## src/sv/htd_ram.sv

```systemverilog
// Generic single-port-write, one-read RAM with registered read.
`default_nettype none
module htd_ram #(
  parameter int Width = 8,
  parameter int Depth = 256
) (
  input  wire logic                     clk,
  input  wire logic                     we,
  input  wire logic [$clog2(Depth)-1:0] waddr,
  input  wire logic [Width-1:0]         wdata,
  input  wire logic [$clog2(Depth)-1:0] raddr,
  output logic      [Width-1:0]         rdata
);
  logic [Width-1:0] mem [Depth];
  always_ff @(posedge clk) begin
    if (we) mem[waddr] <= wdata;
    rdata <= mem[raddr];
  end
endmodule
`default_nettype wire

```

## config.mk

```make
export PLATFORM = sky130hd
export DESIGN_NAME = htd_ram
export DESIGN_NICKNAME = d
export VERILOG_FILES = /design/src/sv/htd_ram.sv
export SDC_FILE = /design/constraint.sdc
export NUM_CORES = 2
export LEC_CHECK = 0
export BUFFER_PORTS_ARGS = -buffer_cell sky130_fd_sc_hd__buf_4
export CORE_UTILIZATION = 55
export DETAILED_ROUTE_END_ITERATION = 10
export PLACE_DENSITY_LB_ADDON = 0.1
export SKIP_LAST_GASP = 1
export SYNTH_ARGS = -nofsm -noshare
export SYNTH_HDL_FRONTEND = slang
export SYNTH_SLANG_ARGS = --single-unit
```

## constraint.sdc

```tcl
create_clock -name clk -period 4.9 [get_ports clk]
set_clock_uncertainty 0.05 [all_clocks]
set_input_delay 0.98 -clock clk [delete_from_list [all_inputs] [get_ports clk]]
set_output_delay 0.98 -clock clk [all_outputs]
set_load 0.05 [all_outputs]
```

After elaboration in Yosys (flattened, before gate mapping)

Memory sizes are Yosys's and may differ from the RTL's. A register that Yosys moved wholly into a read port is not among the register bits.
Index checks and enable logic that the tools add are counted.

Multiplexer cells: 2

Operators with widths:

| operator          | count |
|---|---|
| 1-bit two-way mux | 2 |

Memories kept: 1
Register bits after elaboration: 0
Output and inout bits: 8
Logic and storage cells: 3
Input port bits: 26
Memory bits (writable): 2,048

Memory list:

| memory | depth | bits a word | rd ports | clocked after Yosys merged registers in | wr ports | RTL line | source |
|---|---|---|---|---|---|---|---|
| mem    | 256   | 8           | 1        | 1                                       | 1        | 14       | `logic [Width-1:0] mem [Depth];` |

Logic depth before layout (Yosys ltp)

Depth in word-level cells: 2
Mapped depth: 11
Depth with buffers taken out: 6

Worst setup path before layout

Ideal clock, no wire load.

Kind: input port to flip-flop
Start point: in raddr[0]
End point: reg rdata[2], read port of mem
Slack: 1,932 ps
Data required time: 4,719 ps
Path buffers: 4
Arrival time: 2,787 ps
Cell stages on the path: 9
Cell sequence: buf_6 > buf_12 > buf_8 > buf_2 > mux4_2 > a22oi_1 > a21oi_1 > nor4_1 > nor4_2

RTL lines:

| what               | RTL line | source |
|---|---|---|
| start: declaration | 11       | `input wire logic [$clog2(Depth)-1:0] raddr,` |
| end: declaration   | 12       | `output logic [Width-1:0] rdata` |

==> impl_metrics.py <==
metrics = {
    "outcome": {
        "outcome": "finished clean",
    },
    "synth": {
        "ys_types": 55,
        "ys_seq_elements": 2056,
        "avgSynthCellArea_um2": 21.3,
        "async_flop_share_pct": 0,
        "synthFlopType": "edfxtp_1",
        "synth-edff-count": 2048,
        "ys_seq_area_share_pct": 77.5,
        "syn_area_um2": 79600,
        "syn-num-nets": 3759,
        "yosysWarnings": 0,
        "postSynthCellCount": 3733,
    },
    "grt": {
        "grtUsageMet3_pct": 5.31,
        "grt_use_total_pct": 27.6,
        "met2_usage_pct": 44.9,
        "grtUsageMet1_pct": 37.8,
        "grt_max_degree": 143,
        "first_global_vias": 39700,
        "antenna_found_initial": 5,
        "grt_pass1_wl_mm": 285,
        "overflow": 0,
        "top_usage_layer": "met2",
    },
    "route": {
        "drtIter0Drc": 4725,
        "via_per_inst": 6.50,
        "antenna_left": 0,
        "vias": 39000,
        "drt_first_pass_iters": 6,
        "wl_mm": 198,
        "drc_errors": 0,
        "wl_per_cell_um": 33.1,
    },
    "worst_setup_path": {
        "path_cells": "buf_8, buf_12, buf_4, buf_4, mux4_2, o22ai_1, o32ai_2, nor3_1, nor4_2",
        "critical_path.most_common_cell": "buf_4",
        "worstRegToRegCells": 6,
        "reg2reg_slack_ps": 1790,
        "startpoint_type": "primary input",
        "reg2reg_to": "rdata[6]",
        "crit_required_ps": 5520,
        "crit_type": "primary input to register",
        "critPathSlowestCell": "nor3_1",
        "crit_path_max_incr_delay_ps": 1010,
        "worstPathMaxFanout": 45,
        "arrival_ps": 4380,
        "endpoint_kind": "register",
        "r2r-start": "mem[83][6]",
    },
    "sta": {
        "post-route-period-util_pct": 76.7,
        "rsz0062_at_grt": "false",
        "hold_viol_final": 0,
        "worst_pin_slew_ps": 1300,
        "max_freq_ghz": 0.266,
        "holdWs_ps": 649,
        "max_slew_margin_pct": 12.7,
        "finalSetupViolCount": 0,
        "slew_violations": 0,
        "fin_tns_setup_ps": 0,
        "fin_crit_ps": 3760,
    },
    "clocking": {
        "postCtsSetupBuffers": 0,
        "cts_resized": 0,
        "worst_skew_pair.late_latency_ps": 850,
        "hold_buffers": 0,
        "cts_tree": "built",
        "cts_made_buffers": 201,
        "clkTransAtPathRegs_ps": 60,
        "cts.root.buffer_cell": "clkbuf_16",
        "cts_sinks": 2056,
        "htree_levels": 4,
        "clk_path_buf_depth": 3,
    },
    "place": {
        "placed_area_um2": 82500,
        "gp_congestion": 0.901,
        "portBuffers": 33,
        "dp_hpwl_mm": 125,
    },
    "pwr": {
        "vdd_drop_max_mv": 0.329,
        "powerDensity_nw_per_um2": 408,
        "p_leak_nw": 27.6,
    },
    "hold_path": {
        "hold_start": "wdata[4]",
        "hp-class": "primary input to register",
        "hold-path-cell-count": 1,
        "hold_path_end": "mem[70][4]",
    },
    "layout": {
        "drive_gt1_share_pct": 23.7,
        "areaGrowthSynthToFinish_pct": 11.8,
        "final_nets": 3943,
        "postLayoutCellArea_um2": 89000,
    },
    "run": {
        "drv_cap": 0,
    },
    "floorplanning": {
        "die_area_um2": 146000,
        "dieHeight_um": 382,
        "pin_count": 34,
        "rows": 139,
        "core_um2": 143000,
        "fp.dieW_um": 382,
        "start_util_pct": 55.4,
    },
}
## critical path, delay by kind of cell
family | cells | cell delay [ps]
simple gates | 2 | 1130
compound gates | 2 | 330
buf+inv | 4 | 1530
mux | 1 | 330
## cell families after synthesis
| kind of cell | count (synthesis) | share of synthesized area, % |
|---|---|---|
| buffers and inverters | 235 | 1.83 |
| muxes | 591 | 14.6 |
| and+or+nand+nor | 466 | 2.63 |
| AOI/OAI and AO/OA | 385 | 3.42 |
| DFF | 2056 | 77.5 |
## cell usage in the layout, fill, tap and decap left out, types with 13 or more instances in the layout
cell / Yosys / layout
nor2b_1: 31 / 28
o221ai_1: 46 / 46
o22ai_1: 28 / 28
nor3_1: 22 / 22
a211oi_1: 16 / 16
nand3_1: 34 / 34
a22oi_1: 133 / 133
clkbuf_16: 0 / 201
clkbuf_1: 111 / 49
a221oi_1: 13 / 13
buf_12: 8 / 26
edfxtp_1: 2048 / 2048
a21oi_1: 96 / 96
mux4_2: 454 / 454
buf_4: 27 / 178
bufinv_16: 0 / 14
nor4_1: 24 / 22
clkinv_1: 1 / 48
nand2_1: 33 / 33
mux2i_1: 134 / 134
clkbuf_8: 0 / 16
nor2_1: 282 / 279
clkinv_2: 0 / 37
## power breakdown
| part | leakage (nW) | internal [mW] | switching [mW] |
|---|---|---|---|
| sequential | 18.5 | 19.4 | 0.0259 |
| clock | 3.14 | 8.45 | 6.56 |
| combinational | 5.98 | 0.629 | 1.22 |
| total | 27.6 | 28.5 | 7.81 |
## worst max-delay path by stage
stage	startpoint	to	slack, ps	depth (start not counted)
2_1_floorplan	raddr[0]	rdata[2]	1930	9
3_3_place_gp	raddr[1]	rdata[6]	340	9
3_5_place_dp	raddr[1]	rdata[6]	300	9
4_1_cts	raddr[1]	rdata[6]	1200	9
5_1_grt	raddr[1]	rdata[6]	1210	9
6_report	raddr[1]	rdata[6]	1140	9
## state kept, by name, indices dropped and copies added (netlist names)
name and count:
rdata 8, mem 2048
## layout make-up
type,instances,area [um^2]
clock buffer,258,5320
timing repair buffer,214,2000
fill,9750,54500
clock inverter,118,1120
antenna,2,5.00
sequential,2056,61700
tap,1903,2380
multi-input combinational,1442,16500
inverter,2,7.51
## routing by layer
metal  up-vias  part of all wire, %
li1      16100                    -
met5         -               0.0091
met1     20700                   38
met2      1874                   50
met3       324                  8.3
met4         4                  3.2
## synth_stat cells, drive strengths merged (4+ instances only)
| master | count | share of area [%] |
|---|---|---|
| nor2 | 282 | 1.3 |
| edfxtp | 2048 | 77 |
| o22ai | 28 | 0.22 |
| o211ai | 10 | 0.094 |
| a2111oi | 5 | 0.066 |
| nand4 | 10 | 0.079 |
| buf | 122 | 1.3 |
| a211oi | 16 | 0.15 |
| nand2b | 8 | 0.063 |
| mux2i | 134 | 1.7 |
| o32ai | 5 | 0.064 |
| nor3 | 22 | 0.14 |
| nor2b | 31 | 0.24 |
| nand3 | 34 | 0.21 |
| a221oi | 14 | 0.16 |
| or2 | 4 | 0.031 |
| o21ai | 12 | 0.075 |
| o22a | 5 | 0.055 |
| clkbuf | 111 | 0.52 |
| mux4 | 456 | 13 |
| nand2 | 33 | 0.16 |
| o221ai | 47 | 0.53 |
| and2 | 6 | 0.047 |
| dfxtp | 8 | 0.20 |
| nor4 | 27 | 0.24 |
| a22oi | 133 | 1.3 |
| a21oi | 96 | 0.60 |
| a22o | 8 | 0.088 |
## stage by stage
| step | setup slack [ps] | cells | util [%] | power, mW |
|---|---|---|---|---|
| 5_1_grt | 1210 | 5993 | 62.0 | 37.2 |
| 3_3_place_gp | 337 | 5617 | 57.5 | 21.6 |
| 6_report | 1140 | 5995 | 62.0 | 36.3 |
| 2_1_floorplan | 1930 | 3733 | - | 20.8 |
| 3_5_place_dp | 296 | 5617 | 57.5 | 21.6 |
| 4_1_cts | 1200 | 5993 | 62.0 | 36.5 |
Power figures use the tool's default switching activity.
