--- src/sv/htd_pkg.sv ---
// Package: shared types and constants of the preorder-tree decoder.
`default_nettype none
package htd_pkg;
  localparam int MaxLeaves = 256;
  localparam int MaxNodes  = 2 * MaxLeaves - 1;
  localparam int NodeW     = $clog2(MaxNodes);
  localparam int LeafW     = $clog2(MaxLeaves);
  localparam int CntW      = $clog2(MaxLeaves + 1);
  localparam int NodeCntW  = $clog2(MaxNodes + 1);
  localparam int CharW     = 8;
  localparam int QDepth    = 2;

  typedef enum logic [1:0] {
    REQ_STRUCT = 2'd0,
    REQ_CHAR   = 2'd1,
    REQ_BIT    = 2'd2,
    REQ_CLEAR  = 2'd3
  } req_t;

  typedef enum logic [1:0] {
    ST_OK       = 2'd0,
    ST_MALFORM  = 2'd1,
    ST_NOT_DONE = 2'd2
  } status_t;

  typedef enum logic [1:0] {
    B_IDLE = 2'd0,
    B_READ = 2'd1,
    B_LEAF = 2'd2,
    B_CHAR = 2'd3
  } back_state_t;

  // node children
  typedef struct packed {
    logic [NodeW-1:0] left;
    logic [NodeW-1:0] right;
  } node_t;

  // leaf flag and leaf index of a node
  typedef struct packed {
    logic             leaf;
    logic [LeafW-1:0] lidx;
  } linfo_t;

  // request moved from the front part to the back part
  typedef struct packed {
    logic             walk;
    logic             clr;
    logic             bit_value;
    status_t          status;
  } cmd_t;
endpackage
`default_nettype wire

--- src/sv/htd_if.sv ---
// Interfaces: request channel and result channel.
`default_nettype none


interface htd_out_if;
  logic       valid;
  logic       ready;
  logic       char_valid;
  logic [7:0] decoded_char;
  logic [1:0] status;
  modport source (output valid, char_valid, decoded_char, status, input ready);
  modport sink (input valid, char_valid, decoded_char, status, output ready);
endinterface
`default_nettype wire

--- src/sv/htd_back.sv ---
// Back part: tree walk through the node RAM and result register.
`default_nettype none
module htd_back (
  input  wire logic                   clk,
  input  wire logic                   rst_n,
  input  wire logic                   q_valid,
  input  wire htd_pkg::cmd_t          q_cmd,
  output logic                        q_pop,
  output logic                        busy,
  input  wire logic                   root_leaf,
  output logic [htd_pkg::NodeW-1:0]   nd_raddr,
  input  wire htd_pkg::node_t         nd_rdata,
  input  wire htd_pkg::linfo_t        li_rdata,
  output logic [htd_pkg::LeafW-1:0]   ch_raddr,
  input  wire logic [htd_pkg::CharW-1:0] ch_rdata,
  htd_out_if.source                   out_ch
);
  import htd_pkg::*;

  back_state_t      st_r, st_nxt;
  logic [NodeW-1:0] cur_r, cur_nxt;
  logic             bit_r, bit_nxt;
  logic             ov_r, ov_nxt;
  logic             oc_r, oc_nxt;
  logic [1:0]       os_r, os_nxt;
  logic [CharW-1:0] od_r, od_nxt;
  logic             take;

  assign take         = !ov_r || out_ch.ready;
  assign busy         = st_r != B_IDLE || q_valid;
  assign out_ch.valid = ov_r;
  assign out_ch.char_valid   = oc_r;
  assign out_ch.decoded_char = od_r;
  assign out_ch.status       = os_r;

  // walk: pop reads current node, B_READ reads the child, B_LEAF reads the
  // child's character, B_CHAR loads the result
  always_comb begin
    st_nxt   = st_r;
    cur_nxt  = cur_r;
    bit_nxt  = bit_r;
    ov_nxt   = ov_r && !out_ch.ready;
    oc_nxt   = oc_r;
    os_nxt   = os_r;
    od_nxt   = od_r;
    q_pop    = 1'b0;
    nd_raddr = cur_r;
    ch_raddr = li_rdata.lidx;
    case (st_r)
      B_IDLE: begin
        if (q_valid && take) begin
          q_pop = 1'b1;
          if (!q_cmd.walk) begin
            ov_nxt = 1'b1; oc_nxt = 1'b0; od_nxt = '0; os_nxt = q_cmd.status;
            if (q_cmd.clr) cur_nxt = '0;
          end else begin
            bit_nxt = q_cmd.bit_value;
            st_nxt  = B_READ;
          end
        end
      end
      B_READ: begin
        if (root_leaf) nd_raddr = '0;
        else nd_raddr = bit_r ? nd_rdata.right : nd_rdata.left;
        cur_nxt = nd_raddr;
        st_nxt  = B_LEAF;
      end
      B_LEAF: st_nxt = B_CHAR;
      B_CHAR: begin
        if (take) begin
          ov_nxt = 1'b1;
          oc_nxt = li_rdata.leaf;
          od_nxt = li_rdata.leaf ? ch_rdata : '0;
          os_nxt = ST_OK;
          if (li_rdata.leaf) cur_nxt = '0;
          st_nxt = B_IDLE;
        end
      end
      default: st_nxt = B_IDLE;
    endcase
  end

  always_ff @(posedge clk) begin
    if (!rst_n) begin
      st_r  <= B_IDLE;
      cur_r <= '0;
      ov_r  <= 1'b0;
    end else begin
      st_r  <= st_nxt;
      cur_r <= cur_nxt;
      ov_r  <= ov_nxt;
    end
    bit_r <= bit_nxt;
    oc_r  <= oc_nxt;
    os_r  <= os_nxt;
    od_r  <= od_nxt;
  end
endmodule
`default_nettype wire

--- src/flat_wrapper.sv ---
// flat-port wrapper written by rule: the top's interface ports become plain ports
module htd_back_flat import htd_pkg::*;
  (clk, rst_n, q_valid, q_cmd, q_pop, busy, root_leaf, nd_raddr, nd_rdata, li_rdata, ch_raddr, ch_rdata, out_ch_valid, out_ch_char_valid, out_ch_decoded_char, out_ch_status, out_ch_ready);
  htd_out_if out_ch_i ();
  input  wire logic clk;
  input  wire logic rst_n;
  input  wire logic q_valid;
  input  wire htd_pkg::cmd_t q_cmd;
  output logic q_pop;
  output logic busy;
  input  wire logic root_leaf;
  output logic [htd_pkg::NodeW-1:0] nd_raddr;
  input  wire htd_pkg::node_t nd_rdata;
  input  wire htd_pkg::linfo_t li_rdata;
  output logic [htd_pkg::LeafW-1:0] ch_raddr;
  input  wire logic [htd_pkg::CharW-1:0] ch_rdata;
  output wire logic [$bits(out_ch_i.valid)-1:0] out_ch_valid;
  output wire logic [$bits(out_ch_i.char_valid)-1:0] out_ch_char_valid;
  output wire logic [$bits(out_ch_i.decoded_char)-1:0] out_ch_decoded_char;
  output wire logic [$bits(out_ch_i.status)-1:0] out_ch_status;
  input wire logic [$bits(out_ch_i.ready)-1:0] out_ch_ready;
  assign out_ch_valid = out_ch_i.valid;
  assign out_ch_char_valid = out_ch_i.char_valid;
  assign out_ch_decoded_char = out_ch_i.decoded_char;
  assign out_ch_status = out_ch_i.status;
  assign out_ch_i.ready = out_ch_ready;
  htd_back u_core (.clk(clk), .rst_n(rst_n), .q_valid(q_valid), .q_cmd(q_cmd), .q_pop(q_pop), .busy(busy), .root_leaf(root_leaf), .nd_raddr(nd_raddr), .nd_rdata(nd_rdata), .li_rdata(li_rdata), .ch_raddr(ch_raddr), .ch_rdata(ch_rdata), .out_ch(out_ch_i));
endmodule
--- config.mk ---
export PLATFORM = sky130hd
export DESIGN_NAME = htd_back_flat
export DESIGN_NICKNAME = d
export VERILOG_FILES = /design/src/sv/htd_pkg.sv /design/src/sv/htd_if.sv /design/src/sv/htd_back.sv /design/src/flat_wrapper.sv
export SDC_FILE = /design/constraint.sdc
export NUM_CORES = 1
export LEC_CHECK = 0
export ABC_AREA = 1
export CORE_ASPECT_RATIO = 1.1
export CORE_MARGIN = 3
export CORE_UTILIZATION = 62
export CTS_CLUSTER_DIAMETER = 80
export DETAILED_ROUTE_END_ITERATION = 16
export DONT_BUFFER_PORTS = 1
export PLACE_DENSITY = 0.74
export SYNTH_ARGS = -nofsm -noshare
export SYNTH_HDL_FRONTEND = slang
export SYNTH_SLANG_ARGS = --single-unit
--- constraint.sdc ---
create_clock -name clk -period 3.1 [get_ports clk]
set_clock_uncertainty 0.1 [all_clocks]
set_input_delay 0.31 -clock clk [delete_from_list [all_inputs] [get_ports clk]]
set_output_delay 0.31 -clock clk [all_outputs]
set_load 0.005 [all_outputs]
=== Yosys cells after proc, flatten, opt, wreduce, memory -nomap -nowiden ===
Cells that the tools add are included.

* Memories kept: 0
* Word-level logic and storage cells: 61
* Input port bits: 45
* Memory bits (writable): 0
* Bits in latches: 0
* Register bits: 24
* Output and inout bits: 31
* Memory bits (read-only): 0

* Bitwise gates (word level): 0
* Reduce and logical (&&, ||, !) cells: 14
* Equality and inequality tests: 9
* $lt $le $gt $ge: 0
* Muxes and demuxes: 31
* Shift operators: 0
* Divide/modulo/power cells: 0
* Multipliers: 0
* Add/sub/neg operators: 0

{| class="wikitable"
|+ Operators with widths
! operator !! number
|-
| two-way mux 9 bit || 8
|-
| two-way mux 8 bit || 4
|-
| case mux 9 bit (3 select lines) || 1
|-
| case mux 8 bit (2 select lines) || 1
|-
| two-way mux 2 bit || 5
|-
| two-way mux 1 bit || 8
|-
| != test 2 bit, second input constant || 4
|-
| case mux 2 bit (4 select lines) || 1
|-
| AND reduction 3 bit || 2
|-
| AND reduction 6 bit || 1
|-
| == test 2 bit, second input constant || 2
|-
| != test 2 x 1 -> 1 bit, second input constant || 2
|-
| case mux 1 bit (2 select lines) || 2
|-
| case mux 2 bit (2 select lines) || 1
|-
| AND reduction 4 bit || 1
|-
| nonzero test 2 bit || 2
|-
| nonzero test 3 bit || 1
|-
| == test 2 x 1 -> 1 bit, second input constant || 1
|-
| logical AND 1 bit || 2
|-
| logical NOT 1 bit || 2
|-
| logical NOT 2 bit || 1
|-
| logical OR 1 bit || 2
|}

=== Depth between registers and ports, before layout ===
* Depth after elaboration: 5
* Gate-level depth with buffers: 10

=== Least setup slack after synthesis ===
Ideal clock, no wire load.

* Kind: flip-flop to flip-flop
* Start point: register u_core.st_r[0]
* End point: register u_core.oc_r, in the netlist u_core.out_ch.char_valid (enable)
* Required time: 2.660 ns
* Cell stages (with the launch flop): 8
* Library setup time: 0.340 ns
* Path buffers: 1
* Path slack: 1.166 ns
* Arrival: 1.494 ns
* Cell sequence: dfxtp_1 inv_1 ha_1 inv_1 nand2_2 a21oi_4 buf_4 o211a_1

* Word-level cells in the longest chain between the ends: 3

{| class="wikitable"
|+ RTL lines
! what !! RTL line !! text
|-
| start, declared || htd_back.sv:20 || <nowiki>back_state_t st_r, st_nxt;</nowiki>
|-
| start signal, assigned || htd_back.sv:89 || <nowiki>st_r <= st_nxt;</nowiki>
|-
| == test 2 bit / logical NOT 2 bit (equally long branches) || htd_back.sv:49 || <nowiki>case (st_r)</nowiki>
|-
| != test 2 x 1 -> 1 bit (no source line) (tied with other cells) || -- ||
|-
| AND reduction 4 bit (no source line) * || -- ||
|-
| end signal, assigned || htd_back.sv:94 || <nowiki>oc_r <= oc_nxt;</nowiki>
|-
| end, declared || htd_back.sv:24 || <nowiki>logic oc_r, oc_nxt;</nowiki>
|}

Mark *: on every way between the ends. The rest lies on a longest branch, timed or not.
A chain may end at the register's enable or synchronous reset.

=== Final worst setup path ===
* Start point: register u_core.st_r[1]
* End point: output port nd_raddr[2] in the netlist's numbering

* Word-level cells in the longest chain between the ends: 2

{| class="wikitable"
|+ RTL lines
! what !! RTL line !! text
|-
| == test 2 x 1 -> 1 bit || htd_back.sv:49 ||
|-
| two-way mux 9 bit || htd_back.sv:49 ||
|-
| end, declared || flat_wrapper.sv:12 || <nowiki>output logic [htd_pkg::NodeW-1:0] nd_raddr;</nowiki>
|}

Every way passes these cells.

==> tab_implementation.tex <==
\begin{tabular}{lr}
\hline
Metric & Value \\
\hline
\multicolumn{2}{l}{\textbf{Route}} \\
\quad Residual DRC & 0 \\
\quad Wire length per cell after detailed routing & roughly 14 um \\
\quad First-iteration detailed-routing DRC count & 33 \\
\quad Post-DRT Antenna Nets & 0 \\
\quad Via count & 1,137 \\
\quad Wirelength, routed & about 2900 um \\
\quad Routed via count divided by cell count & 5.546 \\
\quad Number of iterations in the first detailed-routing pass & 4 \\
\multicolumn{2}{l}{\textbf{Floorplanning}} \\
\quad Total die area & about 2900 um2 \\
\quad Number of I/O pins & 76 \\
\quad Effective utilization at floorplan & about two thirds \\
\quad Row cnt & 17 \\
\quad Die extent in x & 51.23 um \\
\quad Height of the chip & between 50 and 60 um \\
\quad Core ar. & between 2000 and 2500 um2 \\
\multicolumn{2}{l}{\textbf{Worst setup path}} \\
\quad CP arrival & 1.81 ns \\
\quad Cell type group with the largest total delay on the critical path & flip-flops \\
\quad Flop-to-flop setup slack & 0.94 ns \\
\quad Worst reg2reg startpoint & u\_core.st\_r[0] \\
\quad Kind of start point of the critical path & flop \\
\quad CP Buf/Inv Count & 2 \\
\quad R2R depth & 6 \\
\quad Crit Path Category & flop to output pin \\
\quad Crit path max fanout & 9 \\
\quad CP peak stage delay & 0.36 ns \\
\quad Master of the slowest instance on the critical path & dfxtp\_1 \\
\quad Crit-path cells & inv\_1 -> ha\_1 -> inv\_2 -> nor2\_4 -> o21ai\_0 -> o22ai\_1 \\
\quad Crit path required time & 2.69 ns \\
\quad Setup crit end kind & output pin \\
\quad Worst reg2reg endpoint & u\_core.out\_ch.decoded\_char[4] \\
\multicolumn{2}{l}{\textbf{Clock tree}} \\
\quad TritonCTS Buffers & 3 \\
\quad TritonCTS clock tree & built \\
\quad Clock tree sinks & 24 \\
\quad Clock slew seen by the registers of the worst setup and hold paths & about 0.13 ns \\
\quad Post-cts repair resize count & 0 \\
\quad Clk Latency, worst-skew pair & between 0.3 and 0.4 ns \\
\quad Max H-tree Level & 1 \\
\quad CTS Root Cell & clkbuf\_4 \\
\quad Deepest clock path buffer count & 2 \\
\multicolumn{2}{l}{\textbf{Timing}} \\
\quad Number of endpoints with negative hold slack in the final report & 0 \\
\quad Clock period minus worst slack & 2.222 ns \\
\quad Setup violators final & 0 \\
\quad Slew @ Worst Pin & 0.4105 ns \\
\quad Highest clock frequency the design can meet & 0.4500 GHz \\
\quad Final Max Tran Viols & 0 \\
\quad Final clock period utilization by the worst path & about 70\% \\
\quad Sum of negative setup slack & 0 ns \\
\quad Unrepaired setup endpoints after global routing & no \\
\quad Remaining max-slew budget at the tightest pin & between 70\% and 80\% \\
\quad Final critical-path setup slack & $\sim$0.9 ns \\
\multicolumn{2}{l}{\textbf{Logic synthesis}} \\
\quad Top post-synthesis cells by area & edfxtp\_1 26\%, dfxtp\_1 17\%, nor2\_1 9.7\%, nand2\_1 9.4\%, inv\_1 6.7\% \\
\quad YS warnings & 0 \\
\quad Count of distinct cell types in the synthesized netlist & 23 \\
\quad Number of flops mapped to enable cells by yosys & 12 \\
\quad Top flip-flop cell by instance count after synthesis & edfxtp\_1 \\
\quad Count of state elements after synthesis & 24 \\
\quad Post-synthesis area per instance & between 7 and 8 um2 \\
\quad Fraction of the yosys area taken by sequential cells & a little over two fifths \\
\quad Post-synthesis instance total & about 180 \\
\quad Library cell occupying the most area in the post-synthesis netlist & edfxtp\_1 \\
\quad Synth top area share & between 20\% and 30\% \\
\quad Synthesized Nets & $\sim$230 \\
\quad Netlist area before placement & 1395 um2 \\
\quad Asr flop ratio synth & 0\% \\
\multicolumn{2}{l}{\textbf{Min path}} \\
\quad Startpoint of the lowest-slack hold path & rst\_n \\
\quad Hold path depth & 2 \\
\quad Classification of the worst-slack hold path & input port to flop \\
\quad Hold-critical path endpoint & u\_core.cur\_r[6] \\
\multicolumn{2}{l}{\textbf{Placed design}} \\
\quad Final weighted congestion in routability-driven placement & a little under 0.8 \\
\quad DPL Wire Length & 2225 um \\
\quad Number of placed instances with taps included & about 200 \\
\quad Place WS & 0.9519 ns \\
\quad Buffers on Ports & 0 \\
\multicolumn{2}{l}{\textbf{Global route}} \\
\quad Vias in the first global route & approximately 1,000 \\
\quad Number of antenna violations at the first check in global routing & 0 \\
\quad First-pass GRT wire length & 4802 um \\
\quad Pin count of the biggest net entering global routing & 17 \\
\quad Grt ovf & 0 \\
\quad Overall global routing resource usage & between 20\% and 30\% \\
\multicolumn{2}{l}{\textbf{Power}} \\
\quad Tot Pwr & approximately 1400 uW \\
\quad Leakage & $\sim$0.00067 uW \\
\quad Total power divided by cell area & slightly above 1000 nW/um2 \\
\quad IR Drop Worst-Case VDD & 0.5905 mV \\
\multicolumn{2}{l}{\textbf{Cells and area}} \\
\quad Synth-to-layout area growth & -0.08946\% \\
\quad \# nets final & around 230 \\
\quad Count of filler cells inserted in the layout & between 150 and 200 \\
\quad Share of final-layout standard cells stronger than drive strength 1 & between 10\% and 20\% \\
\quad Most frequent cells in the layout & 36 x nor2\_1, 35 x nand2\_1, 25 x inv\_1 \\
\quad Final Util & between 60\% and 70\% \\
\quad Non-filler cells, final & 205 \\
\quad Most common cell after layout, fill and taps aside & nor2\_1 \\
\quad Antenna cell count & 0 \\
\multicolumn{2}{l}{\textbf{Run status}} \\
\quad Outcome & finished clean \\
\multicolumn{2}{l}{\textbf{Run}} \\
\quad \# Max-Cap Violations & 0 \\
\hline
\end{tabular}
-- sequential cells by signal, indices dropped and copies added, names as in the netlist --
name / count
u_core.out_ch.status: 2
u_core.cur_r: 9
u_core.out_ch.char_valid: 1
u_core.out_ch.decoded_char: 8
u_core.out_ch.valid: 1
u_core.st_r: 2
u_core.bit_r: 1
-- power breakdown --
part | switching [uW] | internal [uW] | total (uW)
clock | 96.2 | 50.5 | 147
sequential | 75.3 | 512 | 587
combinational | 482 | 231 | 712
-- worst max-delay path by stage --
stage / startpoint / cells after the start / endpoint
3_3_place_gp: u_core.st_r[0] / 6 / u_core.out_ch.decoded_char[3]
5_1_grt: u_core.st_r[1] / 6 / nd_raddr[2]
4_1_cts: u_core.st_r[1] / 6 / nd_raddr[2]
3_5_place_dp: u_core.st_r[0] / 6 / u_core.out_ch.status[0]
2_1_floorplan: u_core.st_r[0] / 7 / u_core.out_ch.char_valid
6_report: u_core.st_r[1] / 6 / nd_raddr[2]
-- cell families (layout without fill, tap and decap cells) --
group	after synthesis	in the layout	synth area share, %
fa+ha+maj	5	5	4.484
compound gates	23	23	10.94
simple gates	91	91	28.07
flops	24	24	43.05
buf+inv	39	34	13.45
-- layout make-up --
class                           count  area, um2  area share, %
Inverter                           28      105.1          7.540
Timing Repair Buffer                2      20.02          1.436
Tap cell                           28      35.03          2.513
Multi-Input combinational cell    119      606.8          43.54
Sequential cell                    24      600.6          43.09
Clock buffer                        4      26.28          1.885
-- worst register-to-register path, cell delays in order, from the launching register on --
cell and delay [ns]:
dfxtp_1 0.39, inv_1 0.11, ha_1 0.22, inv_1 0.09, nand2_2 0.09, a21oi_4 0.38
o211a_1 0.47
-- through the flow --
| stage | hold slack, ns | area (um2) |
|---|---|---|
| global placement | 0.3089 | 1348 |
| detailed placement | 0.3089 | 1348 |
| floorplan | 0.3089 | 1395 |
| finish | 0.02793 | 1394 |
| global route | 0.02409 | 1394 |
| CTS | 0.01855 | 1394 |
-- synth_stat cells, types with 2 or more instances --
| master | instances |
|---|---|
| nand2_1 | 35 |
| dfxtp_1 | 12 |
| nor2_4 | 2 |
| or2_2 | 7 |
| edfxtp_1 | 12 |
| inv_1 | 25 |
| buf_4 | 9 |
| ha_1 | 5 |
| o22ai_1 | 3 |
| a21oi_1 | 8 |
| o21ai_0 | 3 |
| inv_2 | 2 |
| nand3_1 | 8 |
| nor2_1 | 36 |
| o211ai_1 | 6 |
| nand2_2 | 2 |
-- layer usage --
metal  vias up  part of all wire [%]  track usage, %
met4         0                   3.0           10.86
met2        65                    51           38.12
met1       504                    37           24.66
li1        556                     -               -
met3        12                   9.4           5.094
met5         -                     0               0
-- timing repair --
action	in CTS	in global routing
hold endpoints to repair	12	0
setup buffers	0	0
hold buffers	2	0
No activity file was read; power rests on OpenSTA's default activity.
