--- config.mk ---
export PLATFORM = sky130hd
export DESIGN_NAME = htd_front_flat
export DESIGN_NICKNAME = d
export VERILOG_FILES = /design/src/sv/htd_pkg.sv /design/src/sv/htd_if.sv /design/src/sv/htd_ram.sv /design/src/sv/htd_front.sv /design/src/flat_wrapper.sv
export SDC_FILE = /design/constraint.sdc
export NUM_CORES = 2
export LEC_CHECK = 0
export ABC_AREA = 0
export ABC_CLOCK_PERIOD_IN_PS = 18080
export BUFFER_PORTS_ARGS = -buffer_cell sky130_fd_sc_hd__buf_2
export CORE_UTILIZATION = 30
export CTS_BUF_LIST = sky130_fd_sc_hd__clkbuf_16
export DETAILED_ROUTE_END_ITERATION = 8
export HOLD_SLACK_MARGIN = 0.12
export PLACE_DENSITY = 0.55
export SETUP_SLACK_MARGIN = 0.4
export SLEW_MARGIN = 20
export SYNTH_ARGS = -nofsm -noshare
export SYNTH_HDL_FRONTEND = slang
export SYNTH_HIERARCHICAL = 1
export SYNTH_SLANG_ARGS = --single-unit
--- constraint.sdc ---
create_clock -name clk -period 18.08 [get_ports clk]
set_input_delay 3.616 -clock clk [delete_from_list [all_inputs] [get_ports clk]]
set_output_delay 3.616 -clock clk [all_outputs]
set_load 0.01 [all_outputs]
--- src/sv/htd_pkg.sv ---
// Package: shared types and constants of the preorder-tree decoder.
`default_nettype none
package htd_pkg;
  localparam int MaxLeaves = 256;
  localparam int MaxNodes  = 2 * MaxLeaves - 1;
  localparam int NodeW     = $clog2(MaxNodes);
  localparam int LeafW     = $clog2(MaxLeaves);
  localparam int CntW      = $clog2(MaxLeaves + 1);
  localparam int NodeCntW  = $clog2(MaxNodes + 1);
  localparam int CharW     = 8;
  localparam int QDepth    = 2;

  typedef enum logic [1:0] {
    REQ_STRUCT = 2'd0,
    REQ_CHAR   = 2'd1,
    REQ_BIT    = 2'd2,
    REQ_CLEAR  = 2'd3
  } req_t;

  typedef enum logic [1:0] {
    ST_OK       = 2'd0,
    ST_MALFORM  = 2'd1,
    ST_NOT_DONE = 2'd2
  } status_t;

  typedef enum logic [1:0] {
    B_IDLE = 2'd0,
    B_READ = 2'd1,
    B_LEAF = 2'd2,
    B_CHAR = 2'd3
  } back_state_t;

  // node children
  typedef struct packed {
    logic [NodeW-1:0] left;
    logic [NodeW-1:0] right;
  } node_t;

  // leaf flag and leaf index of a node
  typedef struct packed {
    logic             leaf;
    logic [LeafW-1:0] lidx;
  } linfo_t;

  // request moved from the front part to the back part
  typedef struct packed {
    logic             walk;
    logic             clr;
    logic             bit_value;
    status_t          status;
  } cmd_t;
endpackage
`default_nettype wire

--- src/sv/htd_if.sv ---
// Interfaces: request channel and result channel.
`default_nettype none
interface htd_in_if;
  logic       valid;
  logic       ready;
  logic [1:0] req_type;
  logic       bit_value;
  logic [7:0] char_value;
  modport source (output valid, req_type, bit_value, char_value, input ready);
  modport sink (input valid, req_type, bit_value, char_value, output ready);
endinterface

`default_nettype wire

--- src/sv/htd_ram.sv ---
// Generic single-port-write, one-read RAM with registered read.
`default_nettype none
module htd_ram #(
  parameter int Width = 8,
  parameter int Depth = 256
) (
  input  wire logic                     clk,
  input  wire logic                     we,
  input  wire logic [$clog2(Depth)-1:0] waddr,
  input  wire logic [Width-1:0]         wdata,
  input  wire logic [$clog2(Depth)-1:0] raddr,
  output logic      [Width-1:0]         rdata
);
  logic [Width-1:0] mem [Depth];
  always_ff @(posedge clk) begin
    if (we) mem[waddr] <= wdata;
    rdata <= mem[raddr];
  end
endmodule
`default_nettype wire

--- src/sv/htd_front.sv ---
// Front part: tree building, counters, request classification.
`default_nettype none
module htd_front (
  input  wire logic                   clk,
  input  wire logic                   rst_n,
  htd_in_if.sink                      in_ch,
  input  wire logic                   q_full,
  input  wire logic                   back_busy,
  output logic                        q_push,
  output htd_pkg::cmd_t               q_cmd,
  output logic                        root_leaf,
  output logic                        nd_we,
  output logic [htd_pkg::NodeW-1:0]   nd_waddr,
  output htd_pkg::node_t              nd_wdata,
  output logic                        li_we,
  output logic [htd_pkg::NodeW-1:0]   li_waddr,
  output htd_pkg::linfo_t             li_wdata,
  output logic                        ch_we,
  output logic [htd_pkg::LeafW-1:0]   ch_waddr,
  output logic [htd_pkg::CharW-1:0]   ch_wdata
);
  import htd_pkg::*;

  // Children of a node are written once its right child is known; the left
  // child of an internal node is always n+1. Leaf flag and index go to the
  // leaf map as each node is created.
  logic [NodeCntW-1:0] nodes_r, nodes_nxt;
  logic [CntW-1:0]     leaves_r, leaves_nxt;
  logic [CntW-1:0]     chars_r, chars_nxt;
  logic [LeafW-1:0]    sdepth_r, sdepth_nxt;
  logic                done_r, done_nxt;
  logic                rootleaf_r, rootleaf_nxt;
  logic                prevleaf_r, prevleaf_nxt;
  logic                stk_we;
  logic [LeafW-1:0]    stk_addr;
  logic [LeafW-1:0]    stk_raddr;
  logic [NodeW-1:0]    stk_rdata;
  logic [NodeW-1:0]    stk_top;
  logic                stk_fwd_r;
  logic [NodeW-1:0]    stk_fwd_d_r;
  logic                acc;
  req_t                req;
  logic                is_leaf_bit;
  logic [NodeW-1:0]    n;

  // Stack as a RAM; top is read ahead at depth-1, a word just pushed is
  // forwarded since the read sees the old contents.
  assign stk_raddr = sdepth_nxt - LeafW'(1);
  htd_ram #(.Width(NodeW), .Depth(MaxLeaves)) u_stk (
    .clk, .we(stk_we), .waddr(stk_addr), .wdata(n),
    .raddr(stk_raddr), .rdata(stk_rdata)
  );
  assign stk_top = stk_fwd_r ? stk_fwd_d_r : stk_rdata;

  assign req         = req_t'(in_ch.req_type);
  assign is_leaf_bit = in_ch.bit_value;
  assign n           = nodes_r[NodeW-1:0];
  // walk requests read the node memories; hold structure while back is busy
  assign in_ch.ready = !q_full && !(req == REQ_STRUCT && back_busy);
  assign acc         = in_ch.valid && in_ch.ready;
  assign q_push      = acc;
  assign root_leaf   = rootleaf_r;
  assign ch_wdata    = in_ch.char_value;
  assign ch_waddr    = chars_r[LeafW-1:0];
  assign li_waddr    = n;

  always_comb begin
    nodes_nxt    = nodes_r;
    leaves_nxt   = leaves_r;
    chars_nxt    = chars_r;
    sdepth_nxt   = sdepth_r;
    done_nxt     = done_r;
    rootleaf_nxt = rootleaf_r;
    prevleaf_nxt = prevleaf_r;
    stk_we       = 1'b0;
    stk_addr     = sdepth_r;
    nd_we        = 1'b0;
    nd_waddr     = n;
    nd_wdata     = '0;
    li_we        = 1'b0;
    li_wdata     = '0;
    ch_we        = 1'b0;
    q_cmd        = '{walk: 1'b0, clr: 1'b0, bit_value: in_ch.bit_value, status: ST_OK};
    if (acc) begin
      case (req)
        REQ_STRUCT: begin
          if (done_r || nodes_r >= NodeCntW'(MaxNodes) ||
              (is_leaf_bit && leaves_r >= CntW'(MaxLeaves)) ||
              (!is_leaf_bit && sdepth_r >= LeafW'(MaxLeaves - 1))) begin
            q_cmd.status = ST_MALFORM;
          end else begin
            li_we         = 1'b1;
            li_wdata.leaf = is_leaf_bit;
            li_wdata.lidx = is_leaf_bit ? leaves_r[LeafW-1:0] : '0;
            if (nodes_r != '0 && prevleaf_r) begin
              // pop parent, complete its record
              sdepth_nxt     = sdepth_r - LeafW'(1);
              nd_we          = 1'b1;
              nd_waddr       = stk_top;
              nd_wdata.left  = stk_top + NodeW'(1);
              nd_wdata.right = n;
            end
            if (is_leaf_bit) begin
              if (sdepth_nxt == '0) done_nxt = 1'b1;
              leaves_nxt = leaves_r + CntW'(1);
            end else begin
              stk_we     = 1'b1;
              stk_addr   = sdepth_nxt;
              sdepth_nxt = sdepth_nxt + LeafW'(1);
            end
            if (nodes_r == '0) rootleaf_nxt = is_leaf_bit;
            prevleaf_nxt = is_leaf_bit;
            nodes_nxt    = nodes_r + NodeCntW'(1);
          end
        end
        REQ_CHAR: begin
          if (!done_r) q_cmd.status = ST_NOT_DONE;
          else if (chars_r >= leaves_r) q_cmd.status = ST_MALFORM;
          else begin
            ch_we     = 1'b1;
            chars_nxt = chars_r + CntW'(1);
          end
        end
        REQ_BIT: begin
          if (!done_r || chars_r != leaves_r) q_cmd.status = ST_NOT_DONE;
          else q_cmd.walk = 1'b1;
        end
        default: begin
          q_cmd.clr  = 1'b1;
          nodes_nxt  = '0;
          leaves_nxt = '0;
          chars_nxt  = '0;
          sdepth_nxt = '0;
          done_nxt   = 1'b0;
        end
      endcase
    end
  end

  always_ff @(posedge clk) begin
    if (!rst_n) begin
      nodes_r    <= '0;
      leaves_r   <= '0;
      chars_r    <= '0;
      sdepth_r   <= '0;
      done_r     <= 1'b0;
      rootleaf_r <= 1'b0;
      prevleaf_r <= 1'b0;
      stk_fwd_r  <= 1'b0;
    end else begin
      nodes_r    <= nodes_nxt;
      leaves_r   <= leaves_nxt;
      chars_r    <= chars_nxt;
      sdepth_r   <= sdepth_nxt;
      done_r     <= done_nxt;
      rootleaf_r <= rootleaf_nxt;
      prevleaf_r <= prevleaf_nxt;
      stk_fwd_r  <= stk_we;
    end
    if (stk_we) stk_fwd_d_r <= n;
  end
endmodule
`default_nettype wire

--- src/flat_wrapper.sv ---
// flat-port wrapper written by rule: the top's interface ports become plain ports
module htd_front_flat import htd_pkg::*;
  (clk, rst_n, q_full, back_busy, q_push, q_cmd, root_leaf, nd_we, nd_waddr, nd_wdata, li_we, li_waddr, li_wdata, ch_we, ch_waddr, ch_wdata, in_ch_valid, in_ch_req_type, in_ch_bit_value, in_ch_char_value, in_ch_ready);
  htd_in_if in_ch_i ();
  input  wire logic clk;
  input  wire logic rst_n;
  input  wire logic q_full;
  input  wire logic back_busy;
  output logic q_push;
  output htd_pkg::cmd_t q_cmd;
  output logic root_leaf;
  output logic nd_we;
  output logic [htd_pkg::NodeW-1:0] nd_waddr;
  output htd_pkg::node_t nd_wdata;
  output logic li_we;
  output logic [htd_pkg::NodeW-1:0] li_waddr;
  output htd_pkg::linfo_t li_wdata;
  output logic ch_we;
  output logic [htd_pkg::LeafW-1:0] ch_waddr;
  output logic [htd_pkg::CharW-1:0] ch_wdata;
  input wire logic [$bits(in_ch_i.valid)-1:0] in_ch_valid;
  input wire logic [$bits(in_ch_i.req_type)-1:0] in_ch_req_type;
  input wire logic [$bits(in_ch_i.bit_value)-1:0] in_ch_bit_value;
  input wire logic [$bits(in_ch_i.char_value)-1:0] in_ch_char_value;
  output wire logic [$bits(in_ch_i.ready)-1:0] in_ch_ready;
  assign in_ch_i.valid = in_ch_valid;
  assign in_ch_i.req_type = in_ch_req_type;
  assign in_ch_i.bit_value = in_ch_bit_value;
  assign in_ch_i.char_value = in_ch_char_value;
  assign in_ch_ready = in_ch_i.ready;
  htd_front u_core (.clk(clk), .rst_n(rst_n), .in_ch(in_ch_i), .q_full(q_full), .back_busy(back_busy), .q_push(q_push), .q_cmd(q_cmd), .root_leaf(root_leaf), .nd_we(nd_we), .nd_waddr(nd_waddr), .nd_wdata(nd_wdata), .li_we(li_we), .li_waddr(li_waddr), .li_wdata(li_wdata), .ch_we(ch_we), .ch_waddr(ch_waddr), .ch_wdata(ch_wdata));
endmodule
=== After elaboration in Yosys (flattened, before gate mapping) ===
Memory sizes are Yosys's and may differ from the RTL's. A register that Yosys moved wholly into a read port is not among the register bits.
Cells that the tools add are included.

* Memories kept: 1
* Register bits after elaboration: 48
* RAM bits: 2304
* Word-level logic and storage cells: 123
* Input bits: 16
* Bits in read-only memories: 0
* Output and inout bits: 72
* Latch bits: 0

* Muxes and demuxes: 64
* Magnitude comparators: 4
* $mul: 0
* Reductions and logical operators: 27
* Div/mod/pow operators: 0
* Equal/unequal tests: 8
* Add/sub/neg operators: 7
* Shifts and indexed selects: 0
* Bitwise gates (word level): 3

{| class="wikitable"
|+ Memory list
! memory !! depth !! bits a word !! rd ports !! clocked after Yosys merged registers in !! write ports !! line !! source
|-
| u_core.u_stk.mem || 256 || 9 || 1 || 1 || 1 || htd_ram.sv:14 || <nowiki>logic [Width-1:0] mem [Depth];</nowiki>
|}

{| class="wikitable"
|+ Operators with widths
! kind !! count
|-
| two-way mux 9 bit || 13
|-
| two-way mux 8 bit || 12
|-
| two-way mux 18 bit || 4
|-
| case mux 9 bit (2 select lines) || 3
|-
| adder 9 x 1 -> 9 bit (second input constant) || 4
|-
| two-way mux 1 bit || 25
|-
| >= comparator 9 bit (second input constant) || 2
|-
| case mux 8 bit (2 select lines) || 1
|-
| subtractor 8 x 1 -> 8 bit (second input constant) || 2
|-
| AND reduction 4 bit || 3
|-
| >= comparator 9 bit || 1
|-
| logical NOT 9 bit || 1
|-
| != test 9 bit || 1
|-
| nonzero test 9 bit || 1
|-
| adder 8 x 1 -> 8 bit (second input constant) || 1
|-
| >= comparator 8 bit (second input constant) || 1
|-
| logical NOT 8 bit || 1
|-
| two-way mux 2 bit || 4
|-
| != test 2 bit (second input constant) || 4
|-
| logical AND 1 bit || 6
|-
| case mux 2 bit (3 select lines) || 1
|-
| AND reduction 3 bit || 2
|-
| AND reduction 5 bit || 1
|-
| logical NOT 1 bit || 4
|-
| 9 further kinds || 15
|}

=== Depth between registers and ports, before layout ===
* Word-level depth: 13
* Mapped depth: 25
* Gate-level depth less buffers: 22

=== Modules after synthesis ===
The synthesis kept the hierarchy.

{| class="wikitable"
|+ Modules (own cells, without submodules)
! module !! cells an instance !! sequential area each (um2) !! area each (um2) !! times used
|-
| htd_ram || 4237 || 69366.5 || 89278.1 || 1
|-
| htd_front || 486 || 1051.0 || 3913.8 || 1
|}

=== Least setup slack after synthesis ===
OpenSTA, ideal clock, no wires.

* Path type: register to output
* Start point: register u_core.nodes_r[3] (netlist: u_core/li_waddr[3])
* End point: output port nd_waddr[3] in the netlist's numbering
* Cell stages (with the launch flop): 13
* Arrival time: 6.075 ns
* Path slack: 8.389 ns
* Data required time: 14.464 ns
* Path buffers: 3
* Path through: dfxtp_1 and4_1 and4_1 ha_1 nand4bb_1 or4_1 clkbuf_1 inv_1 nand2b_1 clkbuf_1 clkbuf_1 nand2_1 o21ai_0

* Word-level cells in the longest chain between the ends: 7
* Elaborated cells on any way between the ends: 10
* Classes of those cells: order compare: 1; mux: 4; reduce/logical: 5

{| class="wikitable"
|+ RTL lines
! item !! line !! source
|-
| start: declaration || htd_front.sv:27 || <nowiki>logic [NodeCntW-1:0] nodes_r, nodes_nxt;</nowiki>
|-
| start signal: assignment || htd_front.sv:151 || <nowiki>nodes_r <= nodes_nxt;</nowiki>
|-
| >= comparator 9 bit || htd_front.sv:87 || <nowiki>if (done_r || nodes_r >= NodeCntW'(MaxNodes) ||</nowiki>
|-
| logical OR 1 bit (2 in a row) || htd_front.sv:87 ||
|-
| logical OR 1 bit || htd_front.sv:88 || <nowiki>(is_leaf_bit && leaves_r >= CntW'(MaxLeaves)) ||</nowiki>
|-
| two-way mux 9 bit || htd_front.sv:87 ||
|-
| two-way mux 9 bit || htd_front.sv:85 || <nowiki>case (req)</nowiki>
|-
| two-way mux 9 bit * || htd_front.sv:84 || <nowiki>if (acc) begin</nowiki>
|-
| end: declaration || flat_wrapper.sv:13 || <nowiki>output logic [htd_pkg::NodeW-1:0] nd_waddr;</nowiki>
|}

Every way passes the cells marked *; elsewhere a longest branch is shown, timed or not.

=== Worst setup path in the final report ===
* Start point: input port in_ch_req_type[0]
* End point: output port nd_waddr[1] in the netlist's numbering

* Word-level cells in the longest chain between the ends: 6
* Elaborated cells on any way between the ends: 7
* Classes of those cells: mux: 2; reduce/logical: 5

{| class="wikitable"
|+ RTL lines
! item !! line !! source
|-
| start: declaration || flat_wrapper.sv:22 || <nowiki>input wire logic [$bits(in_ch_i.req_type)-1:0] in_ch_req_type;</nowiki>
|-
| logical NOT 2 bit * || htd_front.sv:59, htd_front.sv:85 ||
|-
| logical AND 1 bit || htd_front.sv:59 || <nowiki>assign in_ch.ready = !q_full && !(req == REQ_STRUCT && back_busy);</nowiki>
|-
| logical NOT 1 bit || htd_front.sv:59 ||
|-
| logical AND 1 bit || htd_front.sv:59 ||
|-
| logical AND 1 bit || htd_front.sv:60 || <nowiki>assign acc = in_ch.valid && in_ch.ready;</nowiki>
|-
| two-way mux 9 bit * || htd_front.sv:84 ||
|}

Marks and branches as above.

==> run_results.csv <==
group,metric,value,unit
outcome,outcome,"finished, violations left",
outcome,violations,"DRC",
synthesis,synth_async_sr_flop_share,0,
clock_tree,postCtsSetupRepairBufs,0,
clock_tree,clock_latency,900,ps
critical_path,critPathCaptureType,"primary output",
cells_and_area,drive_gt1_frac,0.217,
synthesis,synth_edf_count,2313,
route,firstDrtPassIters,7,
place,gp_congestion,0.811,
pwr,p_per_area,102,nW/um2
floorplanning,die_h,559,um
sta,fmax,94.8,MHz
synthesis,netlist_area,93200,um2
sta,skew,52.6,ps
synthesis,syn_avg_cell_area,19.7,um2
clock_tree,clockBufferDepth,3,
global_routing,grt_pass1_wl,360000,um
route,routedWlPerCell,27.3,um
critical_path,path_max_fanout,26,
global_routing,overflow,0,
sta,slew_viol_final,0,
place,portBuffers,71,
route,route.detailed.drc,120,
flow_run,cap_violations,0,
clock_tree,cts.clk_slew.worst_paths,60,ps
synthesis,synth-seq-cells,2361,
route,antenna_left,0,
clock_tree,cts_tree,"yes",
synthesis,ys_types,86,
route,vias,47700,
hold_path,hp-class,"register to register",
critical_path,cp_data_required_time,14460,ps
global_routing,grt_pass1_vias,47600,
critical_path,worstSetupPathType,"input port to primary output",
sta,setup_viol,0,
sta,worst_slew_pin_slew,1180,ps
sta,timing.final.crit_share,0.584,
route,totalWireLength,251000,um
sta,rsz0062_at_grt,"no",
critical_path,crit_path_start_kind,"input port",
sta,finalHoldViolCount,0,
clock_tree,cts_hold_buf,0,
sta,fin_crit,10550,ps
clock_tree,h-tree-depth,4,
floorplanning,dieArea,313000,um2
route,vias_per_cell,5.19,
global_routing,grt_max_degree,166,
sta,setup-tns-final,0,ps
floorplanning,boundaryPins,88,
route,drtIter0Drc,5155,
clock_tree,cts_resized,0,
sta,maxSlewHeadroom,0.213,
critical_path,worstPathArrival,6940,ps
synthesis,synth.net_count,4764,
cells_and_area,synthToLayoutAreaGrowth,13.3,%
floorplanning,rows,204,
cells_and_area,fin_nets,4893,
pwr,power_leakage,35.2,nW
synthesis,syn-instance-count,4723,
synthesis,yosys_warnings,6,
critical_path,reg2reg_slack,9250,ps
clock_tree,clockRootBuffer,"clkbuf_16",
clock_tree,cts_buffers,238,
sta,hold_slack,506,ps
clock_tree,clock-sinks,2361,
place,hpwl,153000,um
floorplanning,fp.dieW,559,um
cells_and_area,fillers,29000,
synthesis,ys_seq_area_frac,0.756,
floorplanning,core-area,309000,um2
global_routing,antenna_found_initial,7,
pwr,peakVddDrop,0.0792,mV
floorplanning,initial_core_util,0.302,
synthesis,ys.flop_type,"edfxtp_1",
global_routing,grtUsageTotal,0.158,
[critical path: stages]
cell	delay (ps)
buf_2	130
inv_1	70
ha_1	340
a21oi_1	310
nand2_1	220
or4_1	740
inv_1	340
nand2b_1	480
inv_1	370
nand2_1	80
o21ai_0	70
buf_2	150
[cell usage in the layout, fill, tap and decap left out, types with 11 or more instances in the layout]
cell type and count:
a21oi_1 120, nor2b_1 39, clkinv_2 49, ha_1 25, bufinv_16 11, nor2_1 324, xor2_1 11, and2_1 15
buf_4 108, o22ai_1 67, o21ai_0 46, a221oi_1 11, nand3_1 46, buf_2 71, a22oi_1 176, edfxtp_1 2313
clkbuf_16 242, mux2i_1 183, xnor2_1 24, nor4_2 15, clkinv_1 65, nand4_1 19, mux2_2 24, nor3_1 27
and3_1 15, nand2_1 91, inv_1 90, o221ai_1 36, a31oi_1 11, nor4_1 15, nor2_2 21, nand2b_1 15
a211oi_1 25, mux4_2 467, dfxtp_1 39
[final cells by class]
type / instances / area, um2 / share of cell area
Clock buffer: 242 / 6060 / 0.0573
Tap cell: 4120 / 5150 / 0.0488
Antenna cell: 4 / 10.0 / 0.0000948
Multi-Input combinational cell: 2030 / 21200 / 0.201
Clock inverter: 207 / 1290 / 0.0122
Inverter: 32 / 128 / 0.00121
Timing Repair Buffer: 189 / 1340 / 0.0127
Sequential cell: 2361 / 70500 / 0.667
[where the power goes]
group          switching [W]  internal, W  leakage (nW)
Clock                0.00207      0.00257          3.84
Combinational       0.000139    0.0000725          8.61
Sequential        0.00000760      0.00593          22.8
[registers in the layout (all words and copies together) (netlist names)]
signal,flops
u_core/root_leaf,1
u_core/done_r,1
u_core/chars_r,9
u_core/li_waddr,9
u_core/stk_fwd_d_r,9
u_core/leaves_r,9
u_core/prevleaf_r,1
u_core/sdepth_r,8
u_core/u_stk/mem,2304
u_core/stk_fwd_r,1
u_core/u_stk/rdata,9
[cell usage after synthesis (7+ instances only)]
library cell,instances,area [um2]
o31a_1,8,70.1
nand3_1,50,250
o22ai_1,67,419
ha_1,25,313
xnor2_1,28,245
dfxtp_1,48,961
a31oi_1,11,68.8
xor2_1,13,114
nor4_1,28,175
nand3b_1,7,52.6
mux2_2,24,270
or3_1,8,50.1
and2_1,18,113
mux4_2,467,10500
o221ai_1,36,315
mux4_1,9,236
and3_1,15,93.8
a22oi_1,176,1320
a221oi_1,11,96.3
nor2b_1,43,269
a211oi_1,26,195
nand2b_1,15,93.8
a21oi_1,120,601
buf_6,28,315
nor3_1,27,135
nand4_1,19,119
a21o_1,7,52.6
buf_2,57,285
buf_8,12,180
inv_1,31,116
mux2i_1,183,1830
a22o_1,9,78.8
o21ai_0,47,235
nand2_1,91,342
buf_1,15,56.3
buf_4,45,338
clkbuf_1,138,518
nor2_1,348,1310
edfxtp_1,2313,69500
[stage by stage]
step	setup slack (ps)	total power, W	area, um2	instances	utilization
global placement	6130	0.00626	98000	8723	0.317
detailed placement	6810	0.00626	98100	8729	0.318
finish	7530	0.0108	106000	9185	0.342
CTS	7570	0.0109	105000	9178	0.342
global route	7240	0.0111	106000	9181	0.342
floorplan	8390	0.00619	93200	4723	-
[routing by layer]
layer  share of wire  global-route usage
met1            0.44               0.225
met2            0.47               0.251
met3           0.067              0.0235
met4           0.023              0.0421
met5               0                   0
[cell families after synthesis]
logic type,after synthesis,synth area share
compound gates,573,0.0425
xor+xnor,42,0.00403
fa+ha+maj,25,0.00336
buf+inv,332,0.0205
flops,2361,0.756
mux,683,0.138
simple gates,707,0.0360
[path summary, 6_finish.rpt]
kind,startpoint,to,depth (start not counted)
min,u_core/chars_r[8],u_core/chars_r[8],2
max reg2reg,u_core/li_waddr[8],u_core/u_stk/rdata[2],16
min reg2reg,u_core/chars_r[8],u_core/chars_r[8],2
max,in_ch_req_type[0],nd_waddr[1],12
No activity file was read; power rests on OpenSTA's default activity.
